**config.mk**
```make
export PLATFORM = sky130hd
export DESIGN_NAME = fork_rate_window_limiter
export DESIGN_NICKNAME = d
export VERILOG_FILES = /design/src/hw/rtl/frwl_pkg.sv /design/src/hw/rtl/frwl_cell.sv /design/src/hw/rtl/frwl_regs.sv /design/src/hw/rtl/frwl_skid.sv /design/src/hw/rtl/fork_rate_window_limiter.sv
export SDC_FILE = /design/constraint.sdc
export NUM_CORES = 2
export LEC_CHECK = 0
export BUFFER_PORTS_ARGS = -buffer_cell sky130_fd_sc_hd__buf_2
export CAP_MARGIN = 30
export CORE_ASPECT_RATIO = 1.5
export CORE_UTILIZATION = 45
export DETAILED_ROUTE_END_ITERATION = 16
export GPL_ROUTABILITY_DRIVEN = 0
export PLACE_DENSITY = 0.66
export SYNTH_ARGS = -nofsm -noshare
export SYNTH_HDL_FRONTEND = slang
export SYNTH_SLANG_ARGS = --single-unit
export TNS_END_PERCENT = 50
```
**constraint.sdc**
```tcl
create_clock -name clk -period 16.2 [get_ports clk]
set_input_delay 3.24 -clock clk [delete_from_list [all_inputs] [get_ports clk]]
set_output_delay 3.24 -clock clk [all_outputs]
set_load 0.03 [all_outputs]
```
**src/hw/rtl/frwl_pkg.sv**
```systemverilog
`timescale 1ns / 1ps
// ----------------------------------------------------------------------------
// frwl_pkg
// Shared types and constants for the fork rate window limiter.
// ----------------------------------------------------------------------------
package frwl_pkg;

  localparam int WINDOW_DEPTH = 32;
  localparam int NOW_W        = 64;
  localparam int WS_W         = 6;
  localparam int SEP_W        = 32;
  localparam int NS_W         = 30;
  localparam int CNT_W        = $clog2(WINDOW_DEPTH + 1);
  localparam int CMP_W        = (CNT_W > WS_W) ? CNT_W : WS_W;
  localparam int APB_AW       = 3;
  localparam int APB_DW       = 32;

  localparam logic [NS_W-1:0] NS_PER_SECOND = NS_W'(1000000000);

  // Register index, taken from paddr[2].
  localparam logic REG_WINDOW_SIZE = 1'b0;
  localparam logic REG_SEPARATION  = 1'b1;

  typedef enum logic [1:0] {
    VERDICT_IGNORED  = 2'd0,
    VERDICT_RECORDED = 2'd1,
    VERDICT_SLID     = 2'd2,
    VERDICT_KILLED   = 2'd3
  } verdict_t;

  typedef struct packed {
    logic load_now;
    logic shift;
  } cell_ctrl_t;

  typedef struct packed {
    logic [CNT_W-1:0] eff_window;
    logic [NOW_W-1:0] limit_ns;
  } cfg_t;

endpackage

```
**src/hw/rtl/frwl_cell.sv**
```systemverilog
`timescale 1ns / 1ps
// ----------------------------------------------------------------------------
// frwl_cell
// One timestamp slot of the window log; takes the new stamp or its upper
// neighbor's stamp.
// ----------------------------------------------------------------------------
module frwl_cell (
  input  logic                        clk,
  input  frwl_pkg::cell_ctrl_t        ctrl,
  input  logic [frwl_pkg::NOW_W-1:0]  now_ns,
  input  logic [frwl_pkg::NOW_W-1:0]  neighbor_stamp,
  output logic [frwl_pkg::NOW_W-1:0]  stamp
);

  logic [frwl_pkg::NOW_W-1:0] stamp_r;

  always_ff @(posedge clk) begin
    if (ctrl.load_now) begin
      stamp_r <= now_ns;
    end else if (ctrl.shift) begin
      stamp_r <= neighbor_stamp;
    end
  end

  assign stamp = stamp_r;

endmodule

```
**src/hw/rtl/frwl_regs.sv**
```systemverilog
`timescale 1ns / 1ps
// ----------------------------------------------------------------------------
// frwl_regs
// Configuration registers behind the APB port, with the clamped window size
// and the separation limit in nanoseconds.
// ----------------------------------------------------------------------------
module frwl_regs (
  input  logic                         clk,
  input  logic                         rst_n,
  input  logic                         psel,
  input  logic                         penable,
  input  logic                         pwrite,
  input  logic [frwl_pkg::APB_AW-1:0]  paddr,
  input  logic [frwl_pkg::APB_DW-1:0]  pwdata,
  output logic [frwl_pkg::APB_DW-1:0]  prdata,
  output logic                         pready,
  output frwl_pkg::cfg_t               cfg
);

  logic [frwl_pkg::WS_W-1:0]          window_size_r;
  logic [frwl_pkg::SEP_W-1:0]         separation_r;
  logic [frwl_pkg::NOW_W-1:0]         limit_r;
  logic [frwl_pkg::SEP_W+frwl_pkg::NS_W-1:0] product;
  logic [frwl_pkg::CMP_W-1:0]         ws_ext;
  logic                               wr_en;
  logic                               reg_sel;

  assign pready  = 1'b1;
  assign wr_en   = psel && penable && pwrite;
  assign reg_sel = paddr[2];

  // The product is formed straight from the write data so the limit register
  // is loaded by the same transfer as the separation.
  assign product = {{frwl_pkg::NS_W{1'b0}}, pwdata[frwl_pkg::SEP_W-1:0]} *
                   {{frwl_pkg::SEP_W{1'b0}}, frwl_pkg::NS_PER_SECOND};

  always_ff @(posedge clk) begin
    if (!rst_n) begin
      window_size_r <= frwl_pkg::WS_W'(1);
      separation_r  <= '0;
      limit_r       <= '0;
    end else if (wr_en) begin
      case (reg_sel)
        frwl_pkg::REG_WINDOW_SIZE: begin
          window_size_r <= pwdata[frwl_pkg::WS_W-1:0];
        end
        frwl_pkg::REG_SEPARATION: begin
          separation_r <= pwdata[frwl_pkg::SEP_W-1:0];
          limit_r      <= frwl_pkg::NOW_W'(product);
        end
        default: begin
        end
      endcase
    end
  end

  always_comb begin
    case (reg_sel)
      frwl_pkg::REG_WINDOW_SIZE: prdata = frwl_pkg::APB_DW'(window_size_r);
      frwl_pkg::REG_SEPARATION:  prdata = frwl_pkg::APB_DW'(separation_r);
      default:                   prdata = '0;
    endcase
  end

  assign ws_ext = frwl_pkg::CMP_W'(window_size_r);

  always_comb begin
    if (ws_ext == '0) begin
      cfg.eff_window = frwl_pkg::CNT_W'(1);
    end else if (ws_ext > frwl_pkg::CMP_W'(frwl_pkg::WINDOW_DEPTH)) begin
      cfg.eff_window = frwl_pkg::CNT_W'(frwl_pkg::WINDOW_DEPTH);
    end else begin
      cfg.eff_window = frwl_pkg::CNT_W'(ws_ext);
    end
    cfg.limit_ns = limit_r;
  end

endmodule

```
**src/hw/rtl/frwl_skid.sv**
```systemverilog
`timescale 1ns / 1ps
// ----------------------------------------------------------------------------
// frwl_skid
// Output register with a skid stage for the verdict channel.
// ----------------------------------------------------------------------------
module frwl_skid (
  input  logic                clk,
  input  logic                rst_n,
  input  logic                push,
  input  frwl_pkg::verdict_t  push_verdict,
  output logic                full,
  output logic                out_valid,
  input  logic                out_stall,
  output logic [1:0]          out_verdict
);

  logic               main_valid_r;
  logic               main_valid_nxt;
  frwl_pkg::verdict_t main_r;
  frwl_pkg::verdict_t main_nxt;
  logic               skid_valid_r;
  logic               skid_valid_nxt;
  frwl_pkg::verdict_t skid_r;
  frwl_pkg::verdict_t skid_nxt;
  logic               pop;

  assign pop = main_valid_r && !out_stall;

  always_comb begin
    main_valid_nxt = main_valid_r;
    main_nxt       = main_r;
    skid_valid_nxt = skid_valid_r;
    skid_nxt       = skid_r;
    if (!main_valid_r || pop) begin
      if (skid_valid_r) begin
        main_valid_nxt = 1'b1;
        main_nxt       = skid_r;
        skid_valid_nxt = 1'b0;
      end else begin
        main_valid_nxt = push;
        main_nxt       = push_verdict;
      end
    end else if (push) begin
      skid_valid_nxt = 1'b1;
      skid_nxt       = push_verdict;
    end
  end

  always_ff @(posedge clk) begin
    if (!rst_n) begin
      main_valid_r <= 1'b0;
      skid_valid_r <= 1'b0;
    end else begin
      main_valid_r <= main_valid_nxt;
      skid_valid_r <= skid_valid_nxt;
    end
  end

  always_ff @(posedge clk) begin
    main_r <= main_nxt;
    skid_r <= skid_nxt;
  end

  assign full        = skid_valid_r;
  assign out_valid   = main_valid_r;
  assign out_verdict = main_r;

endmodule

```
**src/hw/rtl/fork_rate_window_limiter.sv**
```systemverilog
`timescale 1ns / 1ps
// ----------------------------------------------------------------------------
// fork_rate_window_limiter
// Sliding-window-log rate limiter: a row of timestamp cells with a verdict
// per event.
// ----------------------------------------------------------------------------
// Channel  Direction  Handshake           Payload
// in       input      in_valid/in_stall   in_now_ns, in_name_matches, in_is_child
// out      output     out_valid/out_stall out_verdict
// cfg      input      APB psel/penable    paddr, pwdata, prdata
//
// One event is taken per cycle unless in_stall is high; its verdict enters the
// output register, or the skid stage on a stall. Decision and cell update are in
// the same cycle, bounded by 64-bit subtract and compare against the oldest cell.
// Reset clears the fill count, the output stages and the registers; the cells
// hold no state that is read before it is written.
// in_stall rises only when the skid stage is occupied by a stalled result.
// ----------------------------------------------------------------------------
module fork_rate_window_limiter (
  input  logic                         clk,
  input  logic                         rst_n,
  input  logic                         in_valid,
  output logic                         in_stall,
  input  logic [63:0]                  in_now_ns,
  input  logic                         in_name_matches,
  input  logic                         in_is_child,
  output logic                         out_valid,
  input  logic                         out_stall,
  output logic [1:0]                   out_verdict,
  input  logic                         psel,
  input  logic                         penable,
  input  logic                         pwrite,
  input  logic [frwl_pkg::APB_AW-1:0]  paddr,
  input  logic [frwl_pkg::APB_DW-1:0]  pwdata,
  output logic [frwl_pkg::APB_DW-1:0]  prdata,
  output logic                         pready
);

  frwl_pkg::cfg_t             cfg;
  logic [frwl_pkg::CNT_W-1:0] count_r;
  logic [frwl_pkg::CNT_W-1:0] count_nxt;
  logic [frwl_pkg::CNT_W-1:0] last_slot;
  logic [frwl_pkg::NOW_W-1:0] stamps [frwl_pkg::WINDOW_DEPTH];
  logic [frwl_pkg::NOW_W-1:0] age;
  logic                       accept;
  logic                       counts;
  logic                       filling;
  logic                       too_soon;
  logic                       record;
  logic                       slide;
  logic                       skid_full;
  frwl_pkg::verdict_t         verdict;

  frwl_regs u_regs (
    .clk     (clk),
    .rst_n   (rst_n),
    .psel    (psel),
    .penable (penable),
    .pwrite  (pwrite),
    .paddr   (paddr),
    .pwdata  (pwdata),
    .prdata  (prdata),
    .pready  (pready),
    .cfg     (cfg)
  );

  assign in_stall  = skid_full;
  assign accept    = in_valid && !skid_full;
  assign counts    = in_name_matches && in_is_child;
  assign filling   = count_r < cfg.eff_window;
  assign age       = in_now_ns - stamps[0];
  assign too_soon  = age < cfg.limit_ns;
  assign record    = accept && counts && filling;
  assign slide     = accept && counts && !filling && !too_soon;
  assign last_slot = cfg.eff_window - frwl_pkg::CNT_W'(1);
  assign count_nxt = record ? count_r + frwl_pkg::CNT_W'(1) : count_r;

  always_comb begin
    if (!counts) begin
      verdict = frwl_pkg::VERDICT_IGNORED;
    end else if (filling) begin
      verdict = frwl_pkg::VERDICT_RECORDED;
    end else if (too_soon) begin
      verdict = frwl_pkg::VERDICT_KILLED;
    end else begin
      verdict = frwl_pkg::VERDICT_SLID;
    end
  end

  always_ff @(posedge clk) begin
    if (!rst_n) begin
      count_r <= '0;
    end else begin
      count_r <= count_nxt;
    end
  end

  // On a slide every cell below the last active slot takes its neighbor's
  // stamp and the last active slot takes the new one.
  for (genvar i = 0; i < frwl_pkg::WINDOW_DEPTH; i++) begin : g_cell
    frwl_pkg::cell_ctrl_t       ctrl;
    logic [frwl_pkg::NOW_W-1:0] neighbor;

    assign ctrl.load_now = (record && (count_r == frwl_pkg::CNT_W'(i))) ||
                           (slide && (last_slot == frwl_pkg::CNT_W'(i)));
    assign ctrl.shift    = slide && (frwl_pkg::CNT_W'(i) < last_slot);

    if (i == frwl_pkg::WINDOW_DEPTH - 1) begin : g_top
      assign neighbor = '0;
    end else begin : g_mid
      assign neighbor = stamps[i+1];
    end

    frwl_cell u_cell (
      .clk            (clk),
      .ctrl           (ctrl),
      .now_ns         (in_now_ns),
      .neighbor_stamp (neighbor),
      .stamp          (stamps[i])
    );
  end

  frwl_skid u_skid (
    .clk          (clk),
    .rst_n        (rst_n),
    .push         (accept),
    .push_verdict (verdict),
    .full         (skid_full),
    .out_valid    (out_valid),
    .out_stall    (out_stall),
    .out_verdict  (out_verdict)
  );

endmodule

```
After elaboration in Yosys (flattened, before gate mapping)
Index checks and enable logic that the tools add are counted.
{"block": "classes", "add_sub_neg": 3, "multipliers": 1, "div_mod_pow": 0, "n_lt_le_gt_ge": 35, "eq_ne": 62, "shift": 0, "n_mux": 72, "n_bitwise": 3, "n_reduce_logical": 182}
{"op": "64-bit 2-to-1 mux", "count": 64}
{"op": "6-bit by 5-bit equality test with 1-bit output, second input constant", "count": 32}
{"op": "1-bit logical AND", "count": 105}
{"op": "6-bit by 4-bit equality test with 1-bit output, second input constant", "count": 16}
{"op": "5-bit by 6-bit < comparator with 1-bit output, first input constant", "count": 16}
{"op": "64-bit by 62-bit < comparator with 1-bit output", "count": 1}
{"op": "32-bit case mux with 2 select lines", "count": 1}
{"op": "2-bit nonzero test", "count": 32}
{"op": "64-bit subtractor", "count": 1}
{"op": "32-bit by 21-bit multiplier with 53-bit output, second input constant", "count": 1}
{"op": "6-bit by 3-bit equality test with 1-bit output, second input constant", "count": 8}
{"op": "4-bit by 6-bit < comparator with 1-bit output, first input constant", "count": 8}
{"op": "1-bit logical OR", "count": 33}
{"op": "6-bit by 2-bit equality test with 1-bit output, second input constant", "count": 4}
{"op": "3-bit by 6-bit < comparator with 1-bit output, first input constant", "count": 4}
{"op": "6-bit logical NOT", "count": 3}
{"op": "6-bit by 1-bit equality test with 1-bit output, second input constant", "count": 2}
{"op": "1-bit by 6-bit < comparator with 1-bit output, first input constant", "count": 2}
{"op": "2-bit by 6-bit < comparator with 1-bit output, first input constant", "count": 2}
{"op": "6-bit 2-to-1 mux", "count": 2}
{"op": "6-bit by 1-bit adder with 6-bit output, second input constant", "count": 1}
{"op": "6-bit greater-than comparator, second input constant", "count": 1}
{"op": "6-bit < comparator", "count": 1}
{"op": "2-bit 2-to-1 mux", "count": 3}
{"op": "other kinds (6)", "count": 15}
{"block": "word_totals", "regBits": 2151, "latchBits": 0, "mem_bits_rw": 0, "romBits": 0, "in_bits": 108, "output_inout_bits": 37, "elab_cells": 398, "n_memories": 0}

Longest topological paths before layout
{"block": "logic_depth", "depth_word": 10, "depth_mapped": 30, "ltp_nobuf": 27}

Cells and area by module
Synthesis repeated with hierarchy kept, for this count alone.
{"block": "hier_totals", "hier_cells": 7252, "hier_area_um2": 117182.4}
{"mod": "frwl_cell", "instances": 32, "cells_each": 136, "area_per_inst_um2": 2905.3, "seq_area_each_um2": 1921.8}
{"mod": "frwl_regs", "instances": 1, "cells_each": 1822, "area_per_inst_um2": 17057.6, "seq_area_each_um2": 1781.7}
{"mod": "fork_rate_window_limiter", "instances": 1, "cells_each": 1065, "area_per_inst_um2": 6939.2, "seq_area_each_um2": 120.1}
{"mod": "frwl_skid", "instances": 1, "cells_each": 13, "area_per_inst_um2": 216.5, "seq_area_each_um2": 160.2}

Worst setup path after synthesis
OpenSTA, ideal clock, no wires.
{"block": "synth_path", "kind": "input port to flip-flop", "startpoint": "in in_now_ns[11]", "endpoint": "reg g_cell[19].u_cell.stamp_r, in the netlist g_cell[19].u_cell.stamp[0], enable pin", "setup_ns": 0.574, "t_arrival_ns": 12.468, "required_ns": 15.626, "setup_slack_ns": 3.157, "cell_stages": 24, "path_buffers": 0, "cell_sequence": "ha_1 > a21oi_1 > o21a_1 > o21ai_0 > a21oi_1 > o21ai_0 > a31oi_1 > o21ai_0 > a221oi_1 > o21ai_0 > a221o_1 > a21oi_1 > xnor2_1 > ha_1 > nand4_1 > nor4_1 > nand2_1 > a211oi_1 > a211oi_1 > nand3b_1 > o211ai_2 > nor2_1 > nand2_1 > o21ai_0"}
{"block": "synth_between", "elab_chain_len": 7, "elab_cells_between_ends": 8, "classes_between": "1 x add/sub; 1 x order compare; 6 x reduce/logical"}
{"element": "start, declared", "line_no": "fork_rate_window_limiter.sv:24", "source": "input logic [63:0] in_now_ns,"}
{"element": "64-bit subtractor (*)", "line_no": "fork_rate_window_limiter.sv:71", "source": "assign age = in_now_ns - stamps[0];"}
{"element": "64-bit by 62-bit < comparator with 1-bit output (*)", "line_no": "fork_rate_window_limiter.sv:72", "source": "assign too_soon = age < cfg.limit_ns;"}
{"element": "1-bit logical NOT (*)", "line_no": "fork_rate_window_limiter.sv:74", "source": "assign slide = accept && counts && !filling && !too_soon;"}
{"element": "1-bit logical AND (*)", "line_no": "fork_rate_window_limiter.sv:74"}
{"element": "1-bit logical AND", "line_no": "fork_rate_window_limiter.sv:105", "source": "(slide && (last_slot == frwl_pkg::CNT_W'(i)));"}
{"element": "1-bit logical OR", "line_no": "fork_rate_window_limiter.sv:104", "source": "assign ctrl.load_now = (record && (count_r == frwl_pkg::CNT_W'(i))) ||"}
{"element": "2-bit nonzero test (no source line) (*)"}
{"element": "end signal, assigned", "line_no": "frwl_cell.sv:19", "source": "stamp_r <= now_ns;"}
{"element": "end signal, assigned", "line_no": "frwl_cell.sv:21", "source": "stamp_r <= neighbor_stamp;"}
{"element": "end, declared", "line_no": "frwl_cell.sv:15", "source": "logic [frwl_pkg::NOW_W-1:0] stamp_r;"}
Mark *: on every way between the ends. The rest lies on a longest branch, timed or not.
A chain may end at the register's enable or synchronous reset.

Worst setup path after layout
{"block": "layout_path", "startpoint": "in in_now_ns[19]", "endpoint": "reg g_cell[20].u_cell.stamp_r, in the netlist g_cell[20].u_cell.stamp[8], enable pin"}
{"block": "layout_between", "elab_chain_len": 7, "elab_cells_between_ends": 8, "classes_between": "1 x add/sub; 1 x order compare; 6 x reduce/logical"}
{"element": "64-bit subtractor (*)", "line_no": "fork_rate_window_limiter.sv:71"}
{"element": "64-bit by 62-bit < comparator with 1-bit output (*)", "line_no": "fork_rate_window_limiter.sv:72"}
{"element": "1-bit logical NOT (*)", "line_no": "fork_rate_window_limiter.sv:74"}
{"element": "1-bit logical AND (*)", "line_no": "fork_rate_window_limiter.sv:74"}
{"element": "1-bit logical AND", "line_no": "fork_rate_window_limiter.sv:105"}
{"element": "1-bit logical OR", "line_no": "fork_rate_window_limiter.sv:104"}
{"element": "2-bit nonzero test (no source line) (*)"}
{"element": "end signal, assigned", "line_no": "frwl_cell.sv:19"}
{"element": "end signal, assigned", "line_no": "frwl_cell.sv:21"}
{"element": "end, declared", "line_no": "frwl_cell.sv:15"}
Marked as above.

==> metrics <==
row count=221; total grt overflow=0; final wirelength=227000 µm; period utilization=0.782; clk slew on worst S/H paths=60 ps; Hold Path End=u_regs.separation_r[18]; final setup violation count=0; RR Endpoint=g_cell[20].u_cell.stamp[8]; largest net degree at the start of global routing=82; Post-Synth Simple-Gate Area=0.0292; Leakage Power=39.9 nW; Die Width=404 µm; Avg Inst Size Synth=15.2 µm²; clk buf depth=4; Slowest Stage Delay on Critical Path=910 ps; Final Hold Viols=0; CP Max Fanout=43; syn nets=7991; Final #Nets=7956; Max-Cap Viols=0; pre-CTS WS=3060 ps; P&R area growth vs syn=9.01%; crit start category=primary input; setup ws final=3540 ps; classification of the worst setup path=in2reg; sequential area share after synthesis=0.583; combinational family with the most area after synthesis=multiplexers; Avg WL per Cell=21.6 µm; number of global-route vias before repair=61700; Async SR Flop Fraction=0; Hold WS=448 ps; clock tree root driver cell=clkbuf_16; Vias/cell=5.47; mux share of post-synthesis cell area=0.206; initial drt markers=3028; core outline area=0.241 mm²; Pwr Density=155 mW/mm²; fin crit period=12660 ps; H-tree levels=4; layout cells sized above 1=0.280; clk sink count=2149; port bufs=141; Final Skew=71.3 ps; postcts setup bufs=0; Hold Crit Class=reg2reg; CP Launch Point=in_now_ns[19]; outcome=finished clean; FF/Latch Area=0.0636 mm²; Post-synth EDFFs=2052; Inst Count DP=10200; CTS Hold Bufs=0; initial cell density of the core=0.452; Overall Global Routing Usage=0.188; DPL Wire Length=160000 µm; Syn Std Cell Area=0.109 mm²; DRT Pass-1 Iters=7; Hold Crit Depth=2; Synth Area in Adders=0.102; prevailing post-synth register cell=edfxtp_1; # DRC=0; Worst path slowest cell=a21oi_1; CP Data Arrival Time=13110 ps; VDD IR-drop max=0.364 mV; Yosys Warn Count=0; latest clock arrival within the worst-skew pair=880 ps; Worst setup EP type=register; area of the die=0.244 mm²; Multi-input gate area=0.0416 mm²; # IOs=145; xor/xnor share of the synthesized area=0.00787; first-pass GRT wire length=359000 µm; Fin Setup TNS=0 ps; Slew headroom=0.234; #FFs+latches synth=2149; Worst Reg-to-Reg Cells=25; Synth Area in Compound Gates=0.0317; Reg2Reg Setup Slack=5940 ps; Data required, critical path=16650 ps; RSZ-0062 raised after global routing=no; fmax=79.0 MHz; Power, Total=18.4 mW; post-CTS sizing=0; CTS Buf Count=200; antenna-violating nets left=0; Post-Layout Cell Count=10500; via count=57600; Post-Synthesis Cells=7179; hold path start=u_regs.separation_r[18]; initial antenna violation count=19; count of cell types in the netlist=84; CTS tree=done; Worst Tran Pin Value=1150 ps; launching point of the worst reg2reg path=g_cell[0].u_cell.stamp[19]; die span in y=605 µm; Filler Cell Count=20500; final slew viol count=0
-- flip-flops by register name, indices dropped and copies added (netlist names) --
| signal | count |
|---|---|
| count_r | 6 |
| g_cell.u_cell.stamp | 2048 |
| u_regs.limit_r | 51 |
| u_regs.separation_r | 32 |
| u_regs.window_size_r | 6 |
| u_skid.full | 1 |
| u_skid.out_valid | 1 |
| u_skid.out_verdict | 2 |
| u_skid.skid_r | 2 |
-- cells in the mapped netlist (5+ instances only) --
master	instances	area [µm²]
nor3_1	36	180
xor2_1	36	315
a31oi_1	16	100
a21o_1	84	631
buf_4	34	255
o21a_1	14	105
ha_1	392	4900
mux2_1	514	5790
mux2i_1	6	60.1
or3_1	10	62.6
nor3b_1	6	45.0
clkbuf_1	270	1010
a21boi_0	7	52.6
a211oi_1	17	128
nor2b_1	17	106
nand2b_1	17	106
buf_2	136	681
nor4_1	9	56.3
buf_6	24	270
edfxtp_1	2052	61600
nor2_1	96	360
nand4_1	36	225
inv_1	575	2160
and3_1	14	87.6
a22o_1	12	105
a21oi_1	189	946
dfxtp_1	97	1940
nand2_1	237	890
o21ai_2	8	70.1
nand3_1	50	250
o21bai_1	21	158
mux2_2	1475	16600
fa_1	312	6250
a221o_1	5	50.1
o21ai_0	92	460
xnor2_1	62	543
and2_1	104	651
o211ai_1	10	75.1
-- report_power, final --
| part | leakage [nW] | total (mW) | internal (mW) | switching (mW) |
|---|---|---|---|---|
| Combinational | 19.0 | 7.87 | 2.99 | 4.88 |
| Clock | 2.92 | 4.47 | 2.46 | 2.01 |
| Sequential | 18.0 | 6.05 | 6.03 | 0.0171 |
| Total | 39.9 | 18.4 | 11.5 | 6.91 |
-- metrics by stage --
step | instance area, µm² | utilization
5_1_grt | 119000 | 0.492
2_1_floorplan | 109000 | -
4_1_cts | 119000 | 0.492
6_report | 119000 | 0.493
3_5_place_dp | 113000 | 0.468
3_3_place_gp | 113000 | 0.467
-- final cells by class --
type,instances,share of cell area
repair buffers,230,0.0123
well taps,3233,0.0340
diodes,8,0.000168
clock buffers,237,0.0434
clock inverters,102,0.00708
inverters,577,0.0182
flip-flops and latches,2149,0.535
multi-input cells,3986,0.350
-- cells by family (layout without fill, tap and decap cells) --
kind of cell / Yosys count / count (layout)
compound gates: 536 / 536
xor+xnor: 98 / 98
fa+ha+maj: 704 / 704
buf+inv: 1044 / 1146
flops: 2149 / 2149
mux: 1995 / 1995
other cells: 1 / 9
simple gates: 652 / 652
-- worst max path at each step --
stage | end | slack [ps] | cells after the start
2_1_floorplan | g_cell[19].u_cell.stamp[0] | 3160 | 24
3_3_place_gp | g_cell[22].u_cell.stamp[44] | 2640 | 24
3_5_place_dp | g_cell[20].u_cell.stamp[59] | 3060 | 25
4_1_cts | g_cell[20].u_cell.stamp[59] | 3920 | 25
5_1_grt | g_cell[20].u_cell.stamp[59] | 3520 | 27
6_report | g_cell[20].u_cell.stamp[8] | 3540 | 25
-- critical path, delay by kind of cell --
family                   cells  cell delay, ps
XOR/XNOR                     1             160
buffers and inverters        3            1500
AND/OR/NAND/NOR              8            3210
adder cells (fa/ha/maj)      2             660
AO/OA/AOI/OAI               11            4240
-- layer usage --
layer,part of all wire,vias to the layer above,track usage,routed length (µm)
met5,0.00058,-,0,132
met4,0.062,22,0.104,14000
met3,0.041,637,0.0280,9280
met2,0.55,1268,0.362,125000
met1,0.35,29400,0.191,78600
li1,-,26300,-,-
-- cells in the final DEF (no fill, tap or decap), drive strengths merged, types with 10 or more instances in the layout --
cell / n
edfxtp: 2052
a211oi: 18
o21a: 14
a21o: 84
nor3: 36
nand2b: 17
nand3: 50
inv: 585
mux2: 1989
xor2: 36
a22o: 12
nand4: 36
a21oi: 190
and3: 14
clkinv: 75
fa: 312
ha: 392
nand2: 237
nor2: 96
buf: 230
bufinv: 12
or3: 10
a31oi: 17
o21bai: 21
o211ai: 11
nor2b: 17
dfxtp: 97
clkbuf: 237
xnor2: 62
and2: 105
o21ai: 103
Note: power is estimated with default switching activity, not from simulation.
